**config.mk**
```make
export PLATFORM = sky130hd
export DESIGN_NAME = conv1d_relu_maxpool_avgpool_core
export DESIGN_NICKNAME = d
export VERILOG_FILES = /design/src/hw/rtl/cra_pkg.sv /design/src/hw/rtl/cra_datapath.sv /design/src/hw/rtl/cra_ctrl.sv /design/src/hw/rtl/conv1d_relu_maxpool_avgpool_core.sv
export SDC_FILE = /design/constraint.sdc
export NUM_CORES = 2
export LEC_CHECK = 0
export ABC_AREA = 1
export BUFFER_PORTS_ARGS = -buffer_cell sky130_fd_sc_hd__clkbuf_2
export CAP_MARGIN = 15
export CORE_ASPECT_RATIO = 0.7
export CORE_UTILIZATION = 55
export CTS_CLUSTER_DIAMETER = 120
export DETAILED_ROUTE_END_ITERATION = 6
export PLACE_DENSITY_LB_ADDON = 0.08
export RECOVER_POWER = 50
export SKIP_LAST_GASP = 1
export SLEW_MARGIN = 20
export SYNTH_ARGS = -nofsm -noshare
export SYNTH_HDL_FRONTEND = slang
export SYNTH_HIERARCHICAL = 1
export SYNTH_SLANG_ARGS = --single-unit
```
**constraint.sdc**
```tcl
create_clock -name clk -period 8 [get_ports clk]
set_input_delay 0.4 -clock clk [delete_from_list [all_inputs] [get_ports clk]]
set_output_delay 0.4 -clock clk [all_outputs]
set_load 0.01 [all_outputs]
```
**src/hw/rtl/cra_pkg.sv**
```systemverilog
`default_nettype none
package cra_pkg;
  localparam int CHANNELS_DEF  = 16;
  localparam int TAPS_DEF      = 3;
  localparam int MAX_FRAME_DEF = 16384;
  localparam int VAL_W = 33;
  localparam int SUM_W = 46;
  localparam int CNT_W = 13;
  localparam logic KIND_SAMPLE = 1'b0;
  localparam logic KIND_COEF   = 1'b1;

  typedef struct packed {
    logic               kind;
    logic signed [15:0] sample;
    logic               frame_end;
    logic [5:0]         coef_index;
    logic signed [15:0] coef_value;
  } cra_in_t;

  typedef struct packed {
    logic [3:0]       channel;
    logic [VAL_W-1:0] mean_feature;
    logic             last_result;
  } cra_out_t;

  typedef enum logic [2:0] {
    ST_IDLE, ST_MAC, ST_POOL, ST_LOAD, ST_DIV, ST_EMIT
  } cra_state_t;

  // controller -> datapath
  typedef struct packed {
    logic take_item;   // latch the accepted item
    logic mac_clear;   // load accumulator with scaled bias plus product
    logic mac_step;    // add one product
    logic pool;        // ReLU, pool, accumulate for current channel
    logic div_start;   // start divide for current channel
    logic div_step;
    logic emit;        // load output register
    logic frame_clear;
    logic win_shift;   // advance sample window
  } cra_cmd_t;

  // datapath -> controller
  typedef struct packed {
    logic item_coef;
    logic item_end;
    logic item_drop;   // sample past frame limit
    logic win_full;
    logic div_done;
  } cra_stat_t;
endpackage
`default_nettype wire

```
**src/hw/rtl/cra_datapath.sv**
```systemverilog
`default_nettype none
module cra_datapath
  import cra_pkg::*;
#(
  parameter int CHANNELS  = CHANNELS_DEF,
  parameter int TAPS      = TAPS_DEF,
  parameter int MAX_FRAME = MAX_FRAME_DEF
) (
  input  wire logic clk,
  input  wire logic rst_n,
  input  cra_in_t   in_item,
  input  cra_cmd_t  cmd,
  input  wire logic [$clog2(CHANNELS+1)-1:0] ch,
  input  wire logic [$clog2(TAPS+1)-1:0]     tap,
  output cra_stat_t stat,
  output cra_out_t  res
);
  localparam int CH_W  = (CHANNELS > 1) ? $clog2(CHANNELS) : 1;
  localparam int TP_W  = (TAPS > 1) ? $clog2(TAPS) : 1;
  localparam int NW    = CHANNELS * TAPS;
  localparam int NW_W  = (NW > 1) ? $clog2(NW) : 1;
  localparam int SC_W  = $clog2(MAX_FRAME + 1);
  localparam int HIST  = (TAPS > 1) ? TAPS - 1 : 1;
  localparam int HI_W  = (HIST > 1) ? $clog2(HIST) : 1;
  localparam int ACC_W = 40 + $clog2(TAPS + 1);
  localparam int DQ_W  = SUM_W;

  cra_in_t item_r;
  logic signed [15:0] wmem [NW];
  logic signed [15:0] bmem [CHANNELS];
  logic signed [15:0] w_rd_r, b_rd_r;
  logic signed [15:0] win_r;
  logic signed [15:0] hist_r [HIST];
  logic [TP_W-1:0] fill_r;
  logic [SC_W-1:0] scnt_r;
  logic phase_r;
  logic [CNT_W-1:0] pcnt_r;
  logic [VAL_W-1:0] pfirst_r [CHANNELS];
  logic [SUM_W-1:0] csum_r [CHANNELS];
  logic signed [ACC_W-1:0] acc_r;
  logic signed [31:0] prod;
  logic mac_v_r, mac_clr_r;
  logic [DQ_W-1:0] quo_r;
  logic [DQ_W:0]   rem_r;
  logic [$clog2(DQ_W+1)-1:0] dcnt_r;
  logic [CH_W-1:0] chi;
  logic [TP_W-1:0] tpi;
  logic [NW_W-1:0] widx;
  logic signed [15:0] win_s;
  logic [VAL_W-1:0] relu, mx;
  logic [DQ_W:0] trial;

  assign chi  = ch[CH_W-1:0];
  assign tpi  = tap[TP_W-1:0];
  assign widx = NW_W'(chi * TAPS + tpi);

  always_comb begin
    if (TAPS == 1 || 32'(tpi) == TAPS - 1) win_s = item_r.sample;
    else win_s = hist_r[HI_W'(tpi)];
  end

  always_ff @(posedge clk) begin
    if (cmd.take_item) item_r <= in_item;
    if (in_item.kind == KIND_COEF && cmd.take_item) begin
      if (32'(in_item.coef_index) < NW)
        wmem[in_item.coef_index[NW_W-1:0]] <= in_item.coef_value;
      else if (32'(in_item.coef_index) < NW + CHANNELS)
        bmem[CH_W'(in_item.coef_index - 6'(NW))] <= in_item.coef_value;
    end
    w_rd_r <= wmem[widx];
    b_rd_r <= bmem[chi];
  end

  // weight, bias and window tap are registered together; the accumulator adds them in the cycle after
  assign prod = win_r * w_rd_r;

  always_ff @(posedge clk) begin
    mac_v_r   <= cmd.mac_step;
    mac_clr_r <= cmd.mac_clear;
    win_r     <= win_s;
    if (mac_v_r) begin
      if (mac_clr_r) acc_r <= (ACC_W'(b_rd_r) <<< 15) + ACC_W'(prod);
      else acc_r <= acc_r + ACC_W'(prod);
    end
  end

  always_comb begin
    if (acc_r <= 0) relu = '0;
    else if (acc_r > ACC_W'({VAL_W{1'b1}})) relu = '1;
    else relu = VAL_W'(acc_r);
    mx = (pfirst_r[chi] > relu) ? pfirst_r[chi] : relu;
  end

  always_ff @(posedge clk) begin
    if (!rst_n || cmd.frame_clear) begin
      fill_r <= '0; scnt_r <= '0; phase_r <= 1'b0; pcnt_r <= '0;
      for (int i = 0; i < HIST; i++) hist_r[i] <= '0;
      for (int i = 0; i < CHANNELS; i++) begin
        pfirst_r[i] <= '0; csum_r[i] <= '0;
      end
    end else begin
      if (cmd.pool) begin
        if (!phase_r) pfirst_r[chi] <= relu;
        else csum_r[chi] <= csum_r[chi] + SUM_W'(mx);
      end
      if (cmd.win_shift) begin
        scnt_r <= scnt_r + 1'b1;
        if (32'(fill_r) < TAPS - 1) fill_r <= fill_r + 1'b1;
        else begin
          phase_r <= ~phase_r;
          if (phase_r) pcnt_r <= pcnt_r + 1'b1;
        end
        if (TAPS > 1) begin
          for (int j = 0; j + 1 < HIST; j++) hist_r[j] <= hist_r[j+1];
          hist_r[HIST-1] <= item_r.sample;
        end
      end
    end
  end

  // restoring divide, one quotient bit per step
  assign trial = {rem_r[DQ_W-1:0], quo_r[DQ_W-1]} - (DQ_W+1)'(pcnt_r);
  always_ff @(posedge clk) begin
    if (cmd.div_start) begin
      quo_r <= csum_r[chi]; rem_r <= '0; dcnt_r <= '0;
    end else if (cmd.div_step) begin
      dcnt_r <= dcnt_r + 1'b1;
      if (!trial[DQ_W]) begin
        rem_r <= trial; quo_r <= {quo_r[DQ_W-2:0], 1'b1};
      end else begin
        rem_r <= {rem_r[DQ_W-1:0], quo_r[DQ_W-1]}; quo_r <= {quo_r[DQ_W-2:0], 1'b0};
      end
    end
    if (cmd.emit) begin
      res.channel      <= 4'(chi);
      res.mean_feature <= (pcnt_r == '0) ? '0 : VAL_W'(quo_r);
      res.last_result  <= (32'(chi) == CHANNELS - 1);
    end
  end

  assign stat.item_coef = (item_r.kind == KIND_COEF);
  assign stat.item_end  = item_r.frame_end;
  assign stat.item_drop = (32'(scnt_r) >= MAX_FRAME);
  assign stat.win_full  = (32'(fill_r) >= TAPS - 1);
  assign stat.div_done  = (32'(dcnt_r) == DQ_W);
endmodule
`default_nettype wire

```
**src/hw/rtl/cra_ctrl.sv**
```systemverilog
`default_nettype none
module cra_ctrl
  import cra_pkg::*;
#(
  parameter int CHANNELS = CHANNELS_DEF,
  parameter int TAPS     = TAPS_DEF
) (
  input  wire logic clk,
  input  wire logic rst_n,
  input  wire logic in_valid,
  output logic      in_stall,
  output logic      out_valid,
  input  wire logic out_stall,
  input  cra_stat_t stat,
  output cra_cmd_t  cmd,
  output logic [$clog2(CHANNELS+1)-1:0] ch,
  output logic [$clog2(TAPS+1)-1:0]     tap,
  output cra_state_t state
);
  localparam int CW = $clog2(CHANNELS+1);
  localparam int TW = $clog2(TAPS+1);
  cra_state_t state_r, state_nxt;
  logic [CW-1:0] ch_r, ch_nxt;
  logic [TW-1:0] tap_r, tap_nxt;
  logic busy_r, busy_nxt;   // item latched, not yet handled
  logic ov_r, ov_nxt;

  assign ch = ch_r; assign tap = tap_r; assign state = state_r;
  assign out_valid = ov_r;
  assign in_stall = (state_r != ST_IDLE) || busy_r;

  always_comb begin
    state_nxt = state_r; ch_nxt = ch_r; tap_nxt = tap_r;
    busy_nxt = busy_r; ov_nxt = ov_r && out_stall;
    unique case (state_r)
      ST_IDLE: begin
        if (in_valid && !in_stall) busy_nxt = 1'b1;
        else if (busy_r) begin
          busy_nxt = 1'b0;
          ch_nxt = '0; tap_nxt = '0;
          if (stat.item_coef) state_nxt = ST_IDLE;
          else if (!stat.item_drop && stat.win_full) state_nxt = ST_MAC;
          else if (stat.item_end) state_nxt = ST_LOAD;
        end
      end
      ST_MAC: begin
        if (32'(tap_r) == TAPS) state_nxt = ST_POOL;
        else tap_nxt = tap_r + 1'b1;
      end
      ST_POOL: begin
        tap_nxt = '0;
        if (32'(ch_r) == CHANNELS - 1) begin
          ch_nxt = '0;
          state_nxt = stat.item_end ? ST_LOAD : ST_IDLE;
        end else begin
          ch_nxt = ch_r + 1'b1; state_nxt = ST_MAC;
        end
      end
      ST_LOAD: state_nxt = ST_DIV;
      ST_DIV: if (stat.div_done && !ov_r) state_nxt = ST_EMIT;
      ST_EMIT: begin
        ov_nxt = 1'b1;
        if (32'(ch_r) == CHANNELS - 1) begin
          ch_nxt = '0; state_nxt = ST_IDLE;
        end else begin
          ch_nxt = ch_r + 1'b1; state_nxt = ST_LOAD;
        end
      end
      default: state_nxt = ST_IDLE;
    endcase
  end

  // window shifts when a non-dropped sample is decided while the window fills, or after the last channel is pooled
  always_comb begin
    cmd = '0;
    cmd.take_item = in_valid && !in_stall;
    unique case (state_r)
      ST_IDLE: if (busy_r && !stat.item_coef && !stat.item_drop && !stat.win_full)
        cmd.win_shift = 1'b1;
      ST_MAC: begin
        cmd.mac_clear = (tap_r == '0);
        cmd.mac_step  = (32'(tap_r) < TAPS);
      end
      ST_POOL: begin
        cmd.pool = 1'b1;
        cmd.win_shift = (32'(ch_r) == CHANNELS - 1);
      end
      ST_LOAD: cmd.div_start = 1'b1;
      ST_DIV: cmd.div_step = !stat.div_done;
      ST_EMIT: begin
        cmd.emit = 1'b1;
        cmd.frame_clear = (32'(ch_r) == CHANNELS - 1);
      end
      default: ;
    endcase
  end

  always_ff @(posedge clk) begin
    if (!rst_n) begin
      state_r <= ST_IDLE; ch_r <= '0; tap_r <= '0; busy_r <= 1'b0; ov_r <= 1'b0;
    end else begin
      state_r <= state_nxt; ch_r <= ch_nxt; tap_r <= tap_nxt;
      busy_r <= busy_nxt; ov_r <= ov_nxt;
    end
  end
endmodule
`default_nettype wire

```
**src/hw/rtl/conv1d_relu_maxpool_avgpool_core.sv**
```systemverilog
`default_nettype none
// channel | direction | handshake          | payload
// in_     | input     | in_valid/in_stall  | cra_in_t
// out_    | output    | out_valid/out_stall| cra_out_t
// A coefficient transfer, or a sample that only fills the window or is dropped, is
// taken and decided in IDLE. For a sample with a full window, one shared
// multiplier walks every tap of every channel in turn. A frame end adds, per
// channel: load, 46 divide steps, done check, result.
// Reset is synchronous, active low, and clears all frame state at once. A stalled
// result holds; the divider waits for the output register to empty.
module conv1d_relu_maxpool_avgpool_core
  import cra_pkg::*;
#(
  parameter int CHANNELS  = CHANNELS_DEF,
  parameter int TAPS      = TAPS_DEF,
  parameter int MAX_FRAME = MAX_FRAME_DEF
) (
  input  wire logic clk,
  input  wire logic rst_n,
  input  wire logic in_valid,
  output logic      in_stall,
  input  cra_in_t   in_data,
  output logic      out_valid,
  input  wire logic out_stall,
  output cra_out_t  out_data
);
  cra_cmd_t   cmd;
  cra_stat_t  stat;
  cra_state_t state;
  logic [$clog2(CHANNELS+1)-1:0] ch;
  logic [$clog2(TAPS+1)-1:0]     tap;

  cra_ctrl #(.CHANNELS(CHANNELS), .TAPS(TAPS)) u_ctrl (
    .clk, .rst_n, .in_valid, .in_stall, .out_valid, .out_stall,
    .stat, .cmd, .ch, .tap, .state
  );

  cra_datapath #(.CHANNELS(CHANNELS), .TAPS(TAPS), .MAX_FRAME(MAX_FRAME)) u_dp (
    .clk, .rst_n, .in_item(in_data), .cmd, .ch, .tap, .stat, .res(out_data)
  );

  // no intake while a frame's results are in progress
  a_no_take_emit: assert property (@(posedge clk) disable iff (!rst_n)
    (state == ST_LOAD || state == ST_DIV || state == ST_EMIT) |-> in_stall)
    else $error("intake during emit");
  // a new result is only loaded when the output register is free
  a_emit_free: assert property (@(posedge clk) disable iff (!rst_n)
    cmd.emit |-> (!out_valid || !out_stall)) else $error("result overwritten");
  // pooling and dividing never overlap
  a_excl: assert property (@(posedge clk) disable iff (!rst_n)
    !(cmd.pool && cmd.div_step)) else $error("pool and divide overlap");
endmodule
`default_nettype wire
```
# [After elaboration in Yosys (flattened, before gate mapping)]
# Memories as Yosys holds them, arrays and structs flattened. A register that Yosys moved wholly into a read port is not among the register bits.
# Index checks and enable logic that the tools add are counted.
[classes] n_reduce_logical=33 n_bitwise=4 n_eq_ne=16 n_mux=69 n_lt_le_gt_ge=8 mul=2 add_sub_neg=12
[op_table] op="2-to-1 mux 46 bit" count=4
[op_table] op="2-to-1 mux 33 bit" count=4
[op_table] op="2-to-1 mux 16 bit" count=3
[op_table] op="subtractor 47 x 13 -> 47 bit" count=1
[op_table] op="adder 46 x 33 -> 46 bit" count=1
[op_table] op="OR reduction 46 bit" count=1
[op_table] op="adder 42 x 32 -> 42 bit" count=1
[op_table] op="> comparator 42 x 33 -> 1 bit, second input constant" count=1
[op_table] op="<= comparator 42 x 1 -> 1 bit, second input constant" count=1
[op_table] op="2-to-1 mux 42 bit" count=1
[op_table] op="adder 31 x 32 -> 33 bit" count=1
[op_table] op="> comparator 33 bit" count=1
[op_table] op="OR reduction 33 bit" count=1
[op_table] op="multiplier 16 x 16 -> 32 bit" count=1
[op_table] op="2-to-1 mux 1 bit" count=30
[op_table] op="2-to-1 mux 3 bit" count=8
[op_table] op="2-to-1 mux 4 bit" count=6
[op_table] op="one-hot mux 3 bit (6 select lines)" count=1
[op_table] op="adder 15 x 1 -> 15 bit, second input constant" count=1
[op_table] op=">= comparator 15 bit, second input constant" count=1
[op_table] op="2-to-1 mux 5 bit" count=3
[op_table] op="adder 13 x 1 -> 13 bit, second input constant" count=1
[op_table] op="zero test 13 bit" count=1
[op_table] op="2-to-1 mux 2 bit" count=6
[op_table] op="other kinds (36)" count=64
[totals] mem_count=5 mem_bits_rw=2320 ff_bits=257 elab_cells=171
[mem_list] name="u_dp.wmem" depth=48 width=16 read_ports=1 rd_ports_with_merged_regs=1 write_ports=1 line="cra_datapath.sv:29" source="logic signed [15:0] wmem [NW];"
[mem_list] name="u_dp.csum_r" depth=16 width=46 read_ports=1 rd_ports_with_merged_regs=1 write_ports=16 line="cra_datapath.sv:39" source="logic [SUM_W-1:0] csum_r [CHANNELS];"
[mem_list] name="u_dp.pfirst_r" depth=16 width=33 read_ports=1 rd_ports_with_merged_regs=1 write_ports=16 line="cra_datapath.sv:38" source="logic [VAL_W-1:0] pfirst_r [CHANNELS];"
[mem_list] name="u_dp.bmem" depth=16 width=16 read_ports=1 rd_ports_with_merged_regs=1 write_ports=1 line="cra_datapath.sv:30" source="logic signed [15:0] bmem [CHANNELS];"
[mem_list] name="u_dp.hist_r" depth=2 width=16 read_ports=2 rd_ports_with_merged_regs=1 write_ports=2 line="cra_datapath.sv:33" source="logic signed [15:0] hist_r [HIST];"

# [Depth between registers and ports, before layout]
[logic_depth] depth_word=10 mapped_depth=42 mapped_depth_nobuf=40

# [Modules after synthesis]
# Netlist, hierarchy kept.
[modules_own_cells] mod="cra_datapath" instances=1 seq_area_each_um2=76653.5 area_per_inst_um2=127597.4 cells_each=12530
[modules_own_cells] mod="cra_ctrl" instances=1 seq_area_each_um2=240.2 area_per_inst_um2=792.0 cells_each=121

# [Least setup slack after synthesis]
# No wires, ideal clock.
[synth_timing] kind="register -> register" from="register u_dp.w_rd_r[5] (read register of u_dp.wmem)" to="register u_dp.acc_r[34], data pin" path_buffers=2 synth_period_minus_slack_ps=7126 t_arrival_ps=6847 stages_incl_launch_ff=33 setup_time_ps=279 slack_ps=874 cell_sequence="dfxtp_1 -> clkbuf_1 -> clkbuf_1 -> nand2_1 -> fa_1 -> inv_1 -> fa_1 -> fa_1 -> fa_1 -> fa_1 -> inv_1 -> fa_1 -> inv_1 -> ha_1 -> nand2_1 -> nor2_1 -> nand2_1 -> nor2_1 -> nand2_1 -> inv_1 -> nor2_1 -> nand2_1 -> nand2_1 -> ha_1 -> nand2_1 -> nor3_1 -> nand2_1 -> nor4_1 -> nand3_1 -> nand3_1 -> nand2_1 -> nand3_1 -> nand2_1"
[synth_via] elab_chain_cells=3 elab_cells_between_ends=4 cone_classes="add/sub: 2; mul: 1; mux: 1"
[synth_rtl] element="start, declared" line="cra_datapath.sv:31" source="logic signed [15:0] w_rd_r, b_rd_r;"
[synth_rtl] element="multiplier 16 x 16 -> 32 bit (*)" line="cra_datapath.sv:75" source="assign prod = win_r * w_rd_r;"
[synth_rtl] element="adder 42 x 32 -> 42 bit / adder 31 x 32 -> 33 bit (equally long branches)" line="cra_datapath.sv:83, cra_datapath.sv:82"
[synth_rtl] element="2-to-1 mux 42 bit (*)" line="cra_datapath.sv:82" source="if (mac_clr_r) acc_r <= (ACC_W'(b_rd_r) <<< 15) + ACC_W'(prod);"
[synth_rtl] element="end signal, assigned" line="cra_datapath.sv:82"
[synth_rtl] element="end signal, assigned" line="cra_datapath.sv:83" source="else acc_r <= acc_r + ACC_W'(prod);"
[synth_rtl] element="end, declared" line="cra_datapath.sv:40" source="logic signed [ACC_W-1:0] acc_r;"
# Mark *: on every way between the ends. The rest lies on a longest branch, timed or not.
# A chain may end at the register's enable or synchronous reset.

# [Final worst setup path]
[layout_timing] from="register u_dp.w_rd_r[1] (read register of u_dp.wmem)" to="register u_dp.acc_r[17], data pin"
# The elaborated chain is that of the path after synthesis.

==> flow_metrics.env <==
export IMPL_async_flop_share_pct=0
export IMPL_clock_latency_ns=0.88
export IMPL_regArea_um2=76920
export IMPL_fill_cells=19000
export IMPL_slew_headroom_pct=-153.8
export IMPL_synth_edf_count=2464
export IMPL_layout_commonest_cell="nor2_1"
export IMPL_place_gp_congestion=0.9816
export IMPL_ctsHtreeMaxLevel=5
export IMPL_grt_pass1_vias=91110
export IMPL_syn_area_um2=128400
export IMPL_postRouteWirelength_um=423400
export IMPL_vias=98380
export IMPL_die_area_um2=235400
export IMPL_rsz0062_at_grt="no"
export IMPL_antenna_found_initial=12
export IMPL_hold_viol=0
export IMPL_cts_tree="yes"
export IMPL_layout_common_cells="nor2_1, edfxtp_1, nand2_1"
export IMPL_num_io_pins=84
export IMPL_min_period_ns=7.704
export IMPL_tns_ns=0
export IMPL_final_util_pct=61.48
export IMPL_num_rows=147
export IMPL_grt_use_total_pct=35.48
export IMPL_crit_path_max_fanout=9
export IMPL_slew_violations=1726
export IMPL_fin_cells=15890
export IMPL_timing_final_crit_share_pct=96.30
export IMPL_drv_cap=34
export IMPL_setup_viol=0
export IMPL_clock_skew_ns=0.06684
export IMPL_fmax_ghz=0.1298
export IMPL_max_stage_delay_ns=0.55
export IMPL_final_nets=13200
export IMPL_synthToLayoutAreaGrowth_pct=10.44
export IMPL_grt_max_degree=175
export IMPL_yosysSeqAreaShare_pct=59.89
export IMPL_clockBufferDepth=4
export IMPL_crit_slowest_cell="fa_1"
export IMPL_drc=0
export IMPL_start_kind="register"
export IMPL_fp_dieW_um=579.5
export IMPL_cts_sinks=2609
export IMPL_hold_depth=2
export IMPL_r2r_setup_slack_ns=0.30
export IMPL_drive_gt1_share_pct=7.893
export IMPL_status="complete, but fails checks"
export IMPL_numCtsBuffers=266
export IMPL_rr_worst_depth=30
export IMPL_ys_warn_count=6
export IMPL_ys_seq_elements=2609
export IMPL_grt_pass1_wl_um=613200
export IMPL_start_util_pct=55.67
export IMPL_hold_path_class="input pin to register"
export IMPL_die_height_um=406.2
export IMPL_crit_required_ns=8.58
export IMPL_core_area_um2=230600
export IMPL_ant_nets=0
export IMPL_via_per_inst=6.191
export IMPL_dp_cells=15410
export IMPL_synthFlopType="edfxtp_1"
export IMPL_dpl_hpwl_um=257500
export IMPL_criticalPathCategory="register to register"
export IMPL_wl_per_cell_um=26.64
export IMPL_portBuffers=83
export IMPL_violations="capacitance limit, slew limit"
export IMPL_arrival_ns=8.28
export IMPL_drtIter0Drc=14160
export IMPL_ys_types=55
export IMPL_syn_avg_cell_area_um2=10.15
export IMPL_cts_reportedPaths_clkPinSlew_ns=0.07
export IMPL_crit_path_end_kind="register"
export IMPL_grt_overflow=0
export IMPL_multi_input_area_um2=44750
export IMPL_syn_nets=13210
export IMPL_cts_root_buf="clkbuf_16"
export IMPL_netlist_instances=12650
export IMPL_max_slew_worst_pin_slew_ns=3.808
export IMPL_firstDrtPassIters=6
## routing by layer
metal	routed length [um]	vias up	global-route usage [%]
li1	-	43440	-
met1	183100	48220	55.13
met2	173800	5974	49.66
met3	52270	748	7.298
met4	14160	2	11.08
met5	13	-	0
## final timing paths
path	startpoint	endpoint
max	u_dp/w_rd_r[1]$_DFF_P_	u_dp/acc_r[17]$_DFFE_PP_
min	in_data[28]	u_dp/item_r[28]$_DFFE_PP_
max reg2reg	u_dp/w_rd_r[1]$_DFF_P_	u_dp/acc_r[17]$_DFFE_PP_
min reg2reg	u_ctrl/ch[4]$_SDFFE_PN0P_	u_ctrl/ch[4]$_SDFFE_PN0P_
## synthesized netlist by cell type (16+ instances only)
cell type | instances | area share (%)
a21oi_1 | 251 | 0.98
o221ai_1 | 406 | 2.8
o21bai_1 | 20 | 0.12
buf_1 | 31 | 0.091
nand2_1 | 1623 | 4.7
clkbuf_1 | 620 | 1.8
o22ai_1 | 117 | 0.57
o21ai_0 | 1228 | 4.8
nand4_1 | 45 | 0.22
buf_2 | 151 | 0.59
dfxtp_1 | 145 | 2.3
xor2_1 | 42 | 0.29
buf_4 | 17 | 0.099
nand3_1 | 621 | 2.4
nand2_2 | 20 | 0.097
nor2_2 | 53 | 0.26
inv_1 | 1051 | 3.1
o211ai_1 | 122 | 0.71
ha_1 | 245 | 2.4
a221oi_1 | 16 | 0.11
o21ai_1 | 81 | 0.32
xnor2_1 | 40 | 0.27
nor2_1 | 2744 | 8.0
fa_1 | 268 | 4.2
nor3_1 | 88 | 0.34
edfxtp_1 | 2464 | 58
## through the flow
step / instance area, um^2 / hold slack, ns / setup WS (ns)
2_1_floorplan: 128400 / 0.4170 / 0.8743
3_3_place_gp: 133700 / 0.4284 / 0.06173
3_5_place_dp: 133700 / 0.4324 / 0.02878
4_1_cts: 142100 / 0.1925 / 0.02057
5_1_grt: 141800 / 0.2533 / 0.001402
6_report: 141800 / 0.2662 / 0.2963
## timing repair
| item | in CTS | in global routing |
|---|---|---|
| buffers inserted | 0 | 2 |
| endpoints found under the hold margin | 47 | 0 |
| resized for setup | 0 | 41 |
| endpoints found under the setup margin | 0 | 22 |
| hold buffers | 24 | 0 |
## cell type report
class | instances | share of cell area (%)
clock inverter | 117 | 0.7244
sequential | 2609 | 54.25
clock buffer | 338 | 5.005
timing repair buffer | 562 | 2.907
multi-input combinational | 8139 | 31.56
tap | 3054 | 2.695
inverter | 1069 | 2.853
antenna | 3 | 0.005294
## kinds of logic after synthesis
| group | synth area share, % |
|---|---|
| buffers and inverters | 5.848 |
| DFF | 59.89 |
| adders and majority gates | 6.566 |
| xor gates and xnor gates | 0.6354 |
| and+or+nand+nor | 16.41 |
| AOI/OAI and AO/OA | 10.65 |
## registers in the layout, summed over array words and instances (netlist names), 32 cells and up
signal,cells
u_dp/wmem,768
u_dp/csum_r,736
u_dp/pfirst_r,528
u_dp/bmem,256
u_dp/quo_r,46
u_dp/rem_r,46
u_dp/acc_r,42
u_dp/res,38
u_dp/hist_r,32
## worst max-delay path, delay by kind of cell, from the launching register on
kind	cells	cell delay (ns)
fa+ha+maj	8	3.50
simple gates	8	1.60
compound gates	5	1.00
buf+inv	8	0.86
flops	1	0.32
xor+xnor	1	0.16
Power is not shown: default switching activity piles up to over one toggle a cycle in this logic, so the estimate is an artifact.
